File: src/cqp_pkg.sv
// Types, codes and helpers shared by the circular queue modules.
`default_nettype none
package cqp_pkg;

  localparam int unsigned STORE_DEPTH = 256;
  localparam int unsigned ADDR_W      = $clog2(STORE_DEPTH);
  localparam int unsigned CNT_W       = 9;
  localparam int unsigned QUEUE_DEPTH = 2;
  localparam int unsigned QPTR_W      = $clog2(QUEUE_DEPTH);

  typedef logic [ADDR_W-1:0] addr_t;
  typedef logic [CNT_W-1:0]  count_t;

  localparam count_t CAP_RESET = count_t'(256);

  localparam logic [1:0] OP_ENQ        = 2'd0;
  localparam logic [1:0] OP_DEQ        = 2'd1;
  localparam logic [1:0] OP_PEEK_FRONT = 2'd2;
  localparam logic [1:0] OP_PEEK_REAR  = 2'd3;

  localparam logic [1:0] ST_DONE  = 2'd0;
  localparam logic [1:0] ST_FULL  = 2'd1;
  localparam logic [1:0] ST_EMPTY = 2'd2;

  localparam logic [1:0] CMD_NONE  = 2'd0;
  localparam logic [1:0] CMD_WRITE = 2'd1;
  localparam logic [1:0] CMD_READ  = 2'd2;

  typedef struct packed {
    logic [1:0]         operation;
    logic signed [31:0] item_value;
  } in_item_t;

  typedef struct packed {
    logic signed [31:0] read_value;
    logic [1:0]         status;
    count_t             item_count;
    logic               is_full;
    logic               is_empty;
  } out_item_t;

  typedef struct packed {
    logic [1:0]  status;
    count_t      item_count;
    logic        is_full;
    logic        is_empty;
  } meta_t;

  typedef struct packed {
    logic [1:0]  kind;
    addr_t       addr;
    logic [31:0] wdata;
    meta_t       meta;
  } cmd_t;

  function automatic addr_t bump(input addr_t idx, input count_t cap);
    logic [31:0] n;
    n = 32'(idx) + 32'd1;
    return (n >= 32'(cap)) ? '0 : addr_t'(n);
  endfunction

  function automatic count_t eff_cap(input count_t cap);
    count_t c;
    c = cap;
    if (c == '0) begin
      c = count_t'(1);
    end
    if (32'(c) > STORE_DEPTH) begin
      c = count_t'(STORE_DEPTH);
    end
    return c;
  endfunction

endpackage
`default_nettype wire

File: src/cqp_cmd_queue.sv
// Short command queue between front and back end.
`default_nettype none
module cqp_cmd_queue (
  input  wire logic          clk,
  input  wire logic          rst,
  input  wire logic          push_valid,
  output logic               push_stall,
  input  wire cqp_pkg::cmd_t push_data,
  output logic               pop_valid,
  input  wire logic          pop_ready,
  output cqp_pkg::cmd_t      pop_data
);
  import cqp_pkg::*;

  cmd_t              entries [QUEUE_DEPTH];
  logic [QPTR_W-1:0] wptr, rptr;
  logic [QPTR_W:0]   fill;
  logic              push, pop;

  assign push_stall = (fill == (QPTR_W+1)'(QUEUE_DEPTH));
  assign pop_valid  = (fill != '0);
  assign pop_data   = entries[rptr];
  assign push       = push_valid && !push_stall;
  assign pop        = pop_valid && pop_ready;

  always_ff @(posedge clk) begin
    if (push) begin
      entries[wptr] <= push_data;
    end
  end

  always_ff @(posedge clk) begin
    if (rst) begin
      wptr <= '0;
      rptr <= '0;
      fill <= '0;
    end else begin
      if (push) begin
        wptr <= wptr + QPTR_W'(1);
      end
      if (pop) begin
        rptr <= rptr + QPTR_W'(1);
      end
      unique case ({push, pop})
        2'b10:   fill <= fill + (QPTR_W+1)'(1);
        2'b01:   fill <= fill - (QPTR_W+1)'(1);
        default: fill <= fill;
      endcase
    end
  end
endmodule
`default_nettype wire

File: config.mk
export PLATFORM = sky130hd
export DESIGN_NAME = cqp_cmd_queue
export DESIGN_NICKNAME = d
export VERILOG_FILES = /design/src/cqp_pkg.sv /design/src/cqp_cmd_queue.sv
export SDC_FILE = /design/constraint.sdc
export NUM_CORES = 1
export LEC_CHECK = 0
export ABC_AREA = 1
export BUFFER_PORTS_ARGS = -buffer_cell sky130_fd_sc_hd__buf_2
export CAP_MARGIN = 20
export CORE_MARGIN = 2
export CORE_UTILIZATION = 41
export DETAILED_ROUTE_END_ITERATION = 10
export PLACE_DENSITY = 0.67
export RECOVER_POWER = 100
export SLEW_MARGIN = 40
export SYNTH_ARGS = -nofsm -noshare
export SYNTH_HDL_FRONTEND = slang
export SYNTH_SLANG_ARGS = --single-unit
File: constraint.sdc
create_clock -name clk -period 3.3 [get_ports clk]
set_input_delay 0.495 -clock clk [delete_from_list [all_inputs] [get_ports clk]]
set_output_delay 0.495 -clock clk [all_outputs]
set_load 0.03 [all_outputs]
==> out/summary.txt <==
Worst setup EP type -> primary output
CTS tree -> done
TritonCTS Buffers -> 17
core area -> 0.0107 mm²
first-pass GRT wire length -> 11300 µm
drt pass-1 iters -> 4
Synth Register Bits -> 115
Post-CTS Hold Fix Bufs -> 0
met3 Usage GRT -> 0.0681
Worst-path clk slew -> 0.06 ns
syn_area_per_cell -> 21.2 µm²
Die ar. -> 0.0117 mm²
crit path max fanout -> 38
Layout Skew -> 0.00721 ns
Sink Count -> 115
Antenna Nets Post-Route -> 0
setup TNS -> 0 ns
met1 Use GR -> 0.139
Via Count -> 2273
Syn Nets -> 271
die height -> 108 µm
GRT busiest layer -> met2
top-area cell type share of the netlist area -> 0.739
Leakage -> 2.09 nW
pre-CTS setup slack -> 1.11 ns
Worst R2R Start -> fill[1]
CP Data Arrival Time -> 2.30 ns
WL/cell -> 15.1 µm
PD cells -> 834 mW/mm²
IO Port Bufs -> 115
CTS H-tree depth -> 4
status -> complete, no violations
Post-CTS Setup Bufs -> 0
Routed WL -> 7520 µm
boundary pin count -> 116
starting density of the core -> 0.416
setup violators final -> 0
Remaining DRCs -> 0
post-synthesis cell type count -> 13
met2 Use GR -> 0.227
global route overflow -> 0
max_slew headroom -> 0.0464
Tmin final -> 2.79 ns
Worst-Margin Slew -> 1.43 ns
post_cts resized -> 0
Final Cycle Share -> 0.846
Clock Tree Buf Depth -> 2
Root Driver -> clkbuf_8
Syn Inst Count -> 211
max incr delay on CP -> 0.73 ns
Layout fillers -> 954
sequential area share after synthesis -> 0.762
Post-Syn Area -> 0.00447 mm²
unrepaired setup endpoints after global routing -> no
Final Cell Area -> 0.00562 mm²
Non-Filler Instances -> 497
worst r2r path cells -> 6
leading area contributor after synthesis -> edfxtp_1
worst-path cell chain -> clkbuf_1, mux2_1, buf_2
initial antenna violation count -> 0
final net count -> 404
Crit Path Class -> flip-flop to primary output
Placer Congestion -> 0.713
post-route worst setup slack -> 0.509 ns
Worst Path Required -> 2.80 ns
Clk Latency, worst-skew pair -> 0.50 ns
Min-Delay Path Depth -> 1
final hold viol count -> 0
max frequency -> 0.358 GHz
HP Start -> push_data[24]
synth top area cells -> edfxtp_1, mux2_4, buf_12
Max-cap violations -> 0
CP max-delay cell -> dfxtp_4
drt initial violations -> 94
placed insts -> 465
synth warn -> 0
Antenna diodes -> 0
DIE WIDTH -> 108 µm
Syn-to-layout area delta -> 25.7%
overall routing resource usage -> 0.133
Max IR drop VDD -> 0.313 mV
row cnt -> 38
vias in the first global route -> 2338
Post-DP HPWL -> 4970 µm
largest net degree at the start of global routing -> 41
max-slew violations -> 0
CP startpoint kind -> flip-flop
DP Area -> 0.00517 mm²
worst hold path class -> input port to flip-flop
Fin Hold WS -> 0.181 ns
share of layout cells above drive strength 1 -> 0.347
Vias/cell -> 4.57
power breakdown:
part,switching (mW),internal (mW)
Sequential,0.0827,1.79
Combinational,0.585,0.301
Clock,0.605,1.32
layer usage:
layer / vias to the layer above / part of all wire / wire length, µm
li1: 1072 / - / -
met2: 84 / 0.50 / 3750
met4: 0 / 0.013 / 99
met1: 1107 / 0.41 / 3090
met5: - / 0 / 0
met3: 10 / 0.077 / 577
logic make-up after synthesis:
group | count (synthesis) | share of synthesized area
AO/OA/AOI/OAI | 3 | 0.00336
adder cells (fa/ha/maj) | 1 | 0.00280
buffers and inverters | 16 | 0.0333
flip-flops | 115 | 0.762
multiplexers | 55 | 0.181
AND/OR/NAND/NOR | 21 | 0.0182
placed cells by master (no fill, tap or decap):
master      netlist  layout
a21oi_1           1       1
buf_1             0       1
buf_12            5       1
buf_2             0      64
buf_4             0       1
bufinv_16         0       5
clkbuf_1          0      54
clkbuf_16         0      16
clkbuf_8          0       2
clkinv_2          0       2
clkinv_4          0       2
clkinvlp_4        0       4
dfxtp_1           5       4
dfxtp_4           0       1
edfxtp_1        110     110
ha_1              1       1
inv_1            10      10
mux2_1            0      29
mux2_2            5       5
mux2_4           50      21
nand2_1           8       8
nand4_1           1       1
nor2_1           12      12
o21ai_0           2       2
cell usage after synthesis, drive strengths merged:
library cell,instances
buf,6
nand4,1
edfxtp,110
mux2,55
a21oi,1
inv,10
nor2,12
nand2,8
o21ai,2
dfxtp,5
ha,1
metrics by stage:
stage          utilization  power, mW
2_1_floorplan            -       2.69
3_5_place_dp         0.481       2.91
3_3_place_gp         0.481       2.89
4_1_cts              0.541       4.87
6_report             0.523       4.68
5_1_grt              0.523       4.88
critical path: cells and delay by family (launching register included):
family | cells | cell delay, ns
DFF | 1 | 0.73
muxes | 1 | 0.40
buffers and inverters | 2 | 0.66
flip-flops by register name, indices dropped and copies added (netlist names), named ones only:
register / count
entries: 110
fill: 2
rptr: 1
wptr: 1
final cells by class:
type	instances	area, µm²	share of cell area
clock inverter	13	208	0.0370
multi-input combinational	80	807	0.144
clock buffer	19	432	0.0769
timing repair buffer	120	551	0.0980
inverter	10	37.5	0.00668
tap	140	175	0.0312
sequential	115	3410	0.607
worst paths after layout:
kind,endpoint,slack (ns)
min,entries[1][24],0.18
max reg2reg,entries[1][34],0.62
min reg2reg,wptr,0.51
max,pop_data[52],0.51
(Power assumes the default switching activity.)
