<file path="src/cqp_pkg.sv">
// Types, codes and helpers shared by the circular queue modules.
`default_nettype none
package cqp_pkg;

  localparam int unsigned STORE_DEPTH = 256;
  localparam int unsigned ADDR_W      = $clog2(STORE_DEPTH);
  localparam int unsigned CNT_W       = 9;
  localparam int unsigned QUEUE_DEPTH = 2;
  localparam int unsigned QPTR_W      = $clog2(QUEUE_DEPTH);

  typedef logic [ADDR_W-1:0] addr_t;
  typedef logic [CNT_W-1:0]  count_t;

  localparam count_t CAP_RESET = count_t'(256);

  localparam logic [1:0] OP_ENQ        = 2'd0;
  localparam logic [1:0] OP_DEQ        = 2'd1;
  localparam logic [1:0] OP_PEEK_FRONT = 2'd2;
  localparam logic [1:0] OP_PEEK_REAR  = 2'd3;

  localparam logic [1:0] ST_DONE  = 2'd0;
  localparam logic [1:0] ST_FULL  = 2'd1;
  localparam logic [1:0] ST_EMPTY = 2'd2;

  localparam logic [1:0] CMD_NONE  = 2'd0;
  localparam logic [1:0] CMD_WRITE = 2'd1;
  localparam logic [1:0] CMD_READ  = 2'd2;

  typedef struct packed {
    logic [1:0]         operation;
    logic signed [31:0] item_value;
  } in_item_t;

  typedef struct packed {
    logic signed [31:0] read_value;
    logic [1:0]         status;
    count_t             item_count;
    logic               is_full;
    logic               is_empty;
  } out_item_t;

  typedef struct packed {
    logic [1:0]  status;
    count_t      item_count;
    logic        is_full;
    logic        is_empty;
  } meta_t;

  typedef struct packed {
    logic [1:0]  kind;
    addr_t       addr;
    logic [31:0] wdata;
    meta_t       meta;
  } cmd_t;

  function automatic addr_t bump(input addr_t idx, input count_t cap);
    logic [31:0] n;
    n = 32'(idx) + 32'd1;
    return (n >= 32'(cap)) ? '0 : addr_t'(n);
  endfunction

  function automatic count_t eff_cap(input count_t cap);
    count_t c;
    c = cap;
    if (c == '0) begin
      c = count_t'(1);
    end
    if (32'(c) > STORE_DEPTH) begin
      c = count_t'(STORE_DEPTH);
    end
    return c;
  endfunction

endpackage
`default_nettype wire

</file>
<file path="src/cqp_front.sv">
// Front end: accepts transactions, tracks pointers and count, issues commands.
`default_nettype none
module cqp_front (
  input  wire logic              clk,
  input  wire logic              rst,
  input  wire logic              item_valid,
  output logic                   item_stall,
  input  wire cqp_pkg::in_item_t item,
  input  wire logic              cfg_write,
  input  wire cqp_pkg::count_t   cfg_data,
  output logic                   cmd_valid,
  input  wire logic              cmd_stall,
  output cqp_pkg::cmd_t          cmd
);
  import cqp_pkg::*;

  addr_t  head, head_next;
  addr_t  tail, tail_next;
  count_t count, count_next;
  count_t capacity;
  count_t cap;
  logic   accept;

  assign cap        = eff_cap(capacity);
  assign item_stall = cmd_stall;
  assign cmd_valid  = item_valid;
  assign accept     = item_valid && !cmd_stall;

  always_comb begin
    head_next  = head;
    tail_next  = tail;
    count_next = count;
    cmd.kind   = CMD_NONE;
    cmd.addr   = head;
    cmd.wdata  = item.item_value;
    cmd.meta.status = ST_DONE;
    if (item.operation == OP_ENQ) begin
      if (count >= cap) begin
        cmd.meta.status = ST_FULL;
      end else begin
        if (count == '0) begin
          head_next = '0;
          tail_next = '0;
        end else begin
          tail_next = bump(tail, cap);
        end
        cmd.kind   = CMD_WRITE;
        cmd.addr   = tail_next;
        count_next = count + count_t'(1);
      end
    end else if (count == '0) begin
      cmd.meta.status = ST_EMPTY;
    end else begin
      cmd.kind = CMD_READ;
      unique case (item.operation)
        OP_DEQ: begin
          count_next = count - count_t'(1);
          if (count != count_t'(1)) begin
            head_next = bump(head, cap);
          end
        end
        OP_PEEK_FRONT: cmd.addr = head;
        OP_PEEK_REAR:  cmd.addr = tail;
        default:       cmd.addr = head;
      endcase
    end
    cmd.meta.item_count = count_next;
    cmd.meta.is_full    = (count_next == cap);
    cmd.meta.is_empty   = (count_next == '0);
  end

  always_ff @(posedge clk) begin
    if (rst) begin
      head     <= '0;
      tail     <= '0;
      count    <= '0;
      capacity <= CAP_RESET;
    end else begin
      if (accept) begin
        head  <= head_next;
        tail  <= tail_next;
        count <= count_next;
      end
      if (cfg_write && count == '0) begin
        capacity <= cfg_data;
      end
    end
  end
endmodule
`default_nettype wire

</file>
<file path="config.mk">
export PLATFORM = sky130hd
export DESIGN_NAME = cqp_front
export DESIGN_NICKNAME = d
export VERILOG_FILES = /design/src/cqp_pkg.sv /design/src/cqp_front.sv
export SDC_FILE = /design/constraint.sdc
export NUM_CORES = 1
export LEC_CHECK = 0
export BUFFER_PORTS_ARGS = -buffer_cell sky130_fd_sc_hd__buf_2
export CELL_PAD_IN_SITES_DETAIL_PLACEMENT = 2
export CELL_PAD_IN_SITES_GLOBAL_PLACEMENT = 2
export CORE_MARGIN = 1
export CORE_UTILIZATION = 31
export DETAILED_ROUTE_END_ITERATION = 10
export PLACE_DENSITY_LB_ADDON = 0.1
export RECOVER_POWER = 25
export SLEW_MARGIN = 20
export SYNTH_ARGS = -nofsm -noshare
export SYNTH_HDL_FRONTEND = slang
export SYNTH_SLANG_ARGS = --single-unit
</file>
<file path="constraint.sdc">
create_clock -name clk -period 6.9 [get_ports clk]
set_input_delay 1.38 -clock clk [delete_from_list [all_inputs] [get_ports clk]]
set_output_delay 1.38 -clock clk [all_outputs]
set_load 0.05 [all_outputs]
</file>
==> qor.yml, run 1 <==
run_status:
  status: "completed"
clock_tree:
  cts_buffers: 5
  cts_resized: 0
  cts_buffer_depth: 2
  hold_buffers: 0
  cts_max_level: 2
  post-cts-setup-buffers: 0
  cts_root_buf: "clkbuf_8"
  clock_latency_ns: 0.31
  cts.sinks: 34
  cts_tree: "done"
  clk_pin_slew_ns: 0.08
logic_synthesis:
  async_reset_ff_share_pct: 0
  synth_area_sq_um: 3310
  ys_seq_area_share_pct: 20.6
  synth_flop_cell: "dfxtp_1"
  synth_cell_types: 67
  syn-mean-instance-area_sq_um: 7.67
  syn_inst: 432
  ys_warn_count: 0
  ys_ff_latch: 34
  syn_nets: 512
  synth_edf_count: 0
floorplan:
  pin_count: 105
  rows: 37
  dieWidth_um: 105
  fp.dieH_um: 105
  coreArea_sq_um: 10300
  die_area_sq_um: 11100
  initial_core_util_pct: 32.1
critical_path:
  r2r-start: "capacity[4]"
  path_common_cell: "a21oi_1"
  critical_path.max_stage_delay_ns: 0.48
  crit_required_ns: 5.52
  endpoint_kind: "output port"
  worstPathArrival_ns: 4.35
  slowest_stage: "nor2_1"
  cp_cell_sequence: "nor4_1 > a21oi_1 > nor2_1 > ha_1 > nand2b_1 > a31oi_2 > o2111ai_2 > inv_2 > a21oi_1 > mux2i_2 > xnor2_1 > a2111o_1 > nor4b_2 > buf_2"
  critPathKind: "register to output port"
  start_kind: "register"
  cp_max_fo: 17
  setup.worst_path.start: "capacity[4]"
flow_run:
  cap_violations: 0
power_and_ir_drop:
  p_per_area_nw_per_um2: 163
  power_uw: 565
  irDropWorstVdd_mv: 0.0686
  p_leak_nw: 1.52
routing:
  drtIter0Drc: 69
  via_count: 3170
  finalWirelength_um: 11200
  viasPerCell: 5.60
  wl_per_cell_um: 19.8
  final_antenna_net_count: 0
  drc: 0
  drt-pass1-iter-count: 4
sta:
  fin_crit_ns: 5.73
  setup_viol: 0
  skew_ns: 0.00926
  hold_violations: 0
  max_freq_mhz: 174
  rsz0062_at_grt: "false"
  fin_crit_sh_pct: 83.1
  fin_tns_setup_ns: 0
  maxSlewViolCount: 0
  relSlewSlack_pct: 47.1
  tightest_slew_ns: 0.794
placed_design:
  io_buffers: 40
  finalWeightedCongestion: 0.897
  hpwl_um: 8750
  placed_area_sq_um: 3350
hold_path:
  holdCritPathClass: "register to register"
  hp-start: "capacity[0]"
global_route:
  grt_pass1_vias: 3275
  track_usage_pct: 20.6
  antenna_found_initial: 0
  gr-total-overflow: 0
  grt_max_degree: 41
  grt_pass1_wl_um: 17700
cells_and_area:
  num_antenna_cells: 0
  drive_gt1_share_pct: 17.7
  layout_common_cells: "nand2_1 (46), buf_2 (40), a21oi_1 (38)"
  post-route-util_pct: 33.5
  design_area_sq_um: 3450
  final_common_cell: "nand2_1"
  final_nets: 509
  area_delta_synth_final_pct: 4.31
## synthesized netlist by cell type (12+ instances only)
library cell  number  area (sq um)
nand2_1           46           173
inv_1             12          45.0
nor2_1            26          97.6
dfxtp_1           34           681
o21ai_0           15          75.1
a21oi_1           38           190
clkbuf_1          13          48.8
nand3_1           21           105
ha_1              32           400
and3_1            13          81.3
buf_4             34           255
## stage by stage
| step | worst slack (ns) | cells | hold slack [ns] |
|---|---|---|---|
| floorplan | 0.985 | 432 | 0.436 |
| global placement | 1.58 | 558 | 0.448 |
| detailed placement | 1.48 | 558 | 0.459 |
| CTS | 1.12 | 566 | 0.471 |
| global route | 0.855 | 566 | 0.488 |
| finish | 1.17 | 566 | 0.463 |
## layer usage
layer / share of wire, % / GRT usage (%) / up-vias
met3: 2.8 / 3.28 / 19
met5: 0 / 0 / -
met2: 47 / 35.0 / 50
met4: 1.5 / 5.73 / 0
li1: - / - / 1518
met1: 49 / 26.9 / 1583
## path summary, 6_finish.rpt
path	to	slack, ns	cells after the start
max	cmd[1]	1.17	14
min	capacity[0]	0.46	2
max reg2reg	head[7]	3.16	13
min reg2reg	capacity[0]	0.46	2
## report_power, final
group / switching [mW] / internal, mW
registers: 0.00937 / 0.202
clock network: 0.0927 / 0.0805
logic: 0.126 / 0.0537
## critical path, delay by kind of cell (launching register included)
family	cells	cell delay [ns]
AND/OR/NAND/NOR	4	1.18
AO/OA/AOI/OAI	5	1.18
buffers and inverters	2	0.62
flip-flops	1	0.34
adder cells (fa/ha/maj)	1	0.34
multiplexers	1	0.27
XOR/XNOR	1	0.11
## final cells by class
cell class	instances	area [sq um]
clock buffers	6	82.6
fillers	1256	6870
well taps	136	170
flip-flops and latches	34	681
inverters	14	52.6
repair buffers	41	208
multi-input cells	333	2250
clock inverters	2	12.5
## cells by family (layout without fill, tap and decap cells)
group | after synthesis | count (layout) | share of synthesized area [%]
AOI/OAI and AO/OA | 108 | 108 | 21.7
xor gates and xnor gates | 21 | 21 | 5.78
adders and majority gates | 32 | 32 | 12.1
buffers and inverters | 65 | 63 | 11.7
DFF | 34 | 34 | 20.6
muxes | 1 | 1 | 0.415
and+or+nand+nor | 171 | 171 | 27.7
## flip-flops by register name, summed over array words and instances, names as in the netlist
signal    cells
capacity      9
count         9
head          8
tail          8
No activity file was read; power rests on OpenSTA's default activity.
==> run 2, diff against run 1 <==
CORE_UTILIZATION = 26   (was 31)
clock period = 4.6 ns   (was 6.9 ns; I/O delays follow)
==> qor.yml, run 2 (same netlist as run 1, synthesis figures left out) <==
clock_tree:
  clock_latency_ns: 0.29
  cts_root_buf: "clkbuf_16"
  clk_pin_slew_ns: 0.05
  hold_buffers: 0
  cts.sinks: 34
  cts_max_level: 2
  cts_buffer_depth: 2
  cts_tree: "done"
  cts_buffers: 5
floorplan:
  fp.dieH_um: 115
  die_area_sq_um: 13200
  dieWidth_um: 115
  coreArea_sq_um: 12200
  initial_core_util_pct: 27.1
  pin_count: 105
  rows: 40
global_route:
  grt_max_degree: 41
  grt_pass1_wl_um: 18700
  gr-total-overflow: 0
  grt_pass1_vias: 3315
  antenna_found_initial: 0
  track_usage_pct: 19.0
critical_path:
  slowest_stage: "or4_1"
  critical_path.max_stage_delay_ns: 0.49
  crit_family: "simple AND/OR/NAND/NOR gates"
  critPathKind: "register to output port"
  r2r_cells: 14
  endpoint_kind: "output port"
  cp_num_buf_inv: 2
  cp_cell_sequence: "nor4_2 > a21oi_1 > nor2_1 > ha_1 > nand2b_4 > a31oi_4 > buf_4 > o21a_1 > nand4_1 > a41o_1 > or4_1 > nand2_1 > nor4b_4 > buf_6"
  crit_required_ns: 3.68
  worst-path-stages: 14
  start_kind: "register"
  worstPathArrival_ns: 3.52
  cp_max_fo: 3
routing:
  wl_per_cell_um: 19.0
  viasPerCell: 5.17
  drtIter0Drc: 86
  final_antenna_net_count: 0
  via_count: 3211
  finalWirelength_um: 11800
  drc: 0
  drt-pass1-iter-count: 4
sta:
  hold_violations: 0
  fin_ws_ns: 0.156
  fin_tns_setup_ns: 0
  max_freq_mhz: 225
  skew_ns: 0.00813
  tightest_slew_ns: 0.800
  fin_crit_sh_pct: 96.6
  holdWs_ns: 0.477
  setup_viol: 0
  maxSlewViolCount: 0
  relSlewSlack_pct: 46.6
  fin_crit_ns: 4.44
power_and_ir_drop:
  power.share.clock_pct: 39.2
  p_seq_share_pct: 30.1
  swShare_pct: 34.7
  irDropWorstVdd_mv: 0.121
  power_mw: 1.04
  p_leak_nw: 1.72
  p_switching_uw: 362
  p_int_uw: 682
  p_per_area_nw_per_um2: 267
  combPwrFrac_pct: 30.7
placed_design:
  hpwl_um: 9270
  io_buffers: 40
  finalWeightedCongestion: 0.814
  dp_worst_setup_slack_ns: 0.234
cells_and_area:
  drive_gt1_share_pct: 24.7
  final_nets: 533
  final_common_cell: "nand2_1"
  post-route-util_pct: 32.0
  area_delta_synth_final_pct: 17.8
  layout_common_cells: "nand2_1 (46), buf_2 (38), a21oi_1 (37)"
  num_antenna_cells: 0
  nFillCells: 1443
  top_regs: "capacity: 9 flops, count: 9 flops"
hold_path:
  hold-path-cell-count: 2
  holdCritPathClass: "register to register"
flow_run:
  cap_violations: 0
run_status:
  status: "completed"
## run 2: layout make-up
| type | count | area, sq um | share of cell area [%] |
|---|---|---|---|
| repair buffers | 65 | 400 | 10.3 |
| clock buffers | 6 | 139 | 3.56 |
| multi-input cells | 333 | 2380 | 61.0 |
| clock inverters | 1 | 30.0 | 0.769 |
| well taps | 168 | 210 | 5.39 |
| flip-flops and latches | 34 | 682 | 17.5 |
| inverters | 14 | 58.8 | 1.51 |
## run 2: through the flow
stage / instance area [sq um] / cells
finish: 3900 / 621
global route: 3900 / 621
CTS: 3790 / 618
detailed placement: 3600 / 611
global placement: 3600 / 611
floorplan: 3360 / 432
## run 2: final timing paths
path / start / endpoint / slack [ns]
max: capacity[7] / cmd[1] / 0.16
min reg2reg: capacity[0] / capacity[0] / 0.48
min: capacity[0] / capacity[0] / 0.48
max reg2reg: capacity[7] / head[7] / 1.36
## run 2: worst min-delay path, stage by stage (launching register included)
cell	delay (ns)
dfxtp_1	0.32
nand2_1	0.06
a21oi_1	0.05
## run 2: power groups by stage
stage          Sequential [mW]  Combinational [mW]  Clock [mW]
2_1_floorplan            0.318               0.285           0
3_3_place_gp             0.319               0.293           0
3_5_place_dp             0.320               0.298           0
4_1_cts                  0.313               0.307       0.424
5_1_grt                  0.315               0.348       0.435
6_report                 0.314               0.320       0.409
## run 2: timing repair
item | 4_1_cts | 5_1_grt
gates resized for setup | 6 | 15
setup buffers | 0 | 3
pin swaps | 0 | 8
setup endpoints to repair | 2 | 7
## run 2: routing by layer
metal,wire length (um),share of wire [%],GRT usage [%]
met3,407,3.4,3.74
met5,0,0,0
met1,5990,51,26.8
met2,5120,43,28.8
met4,289,2.4,6.67
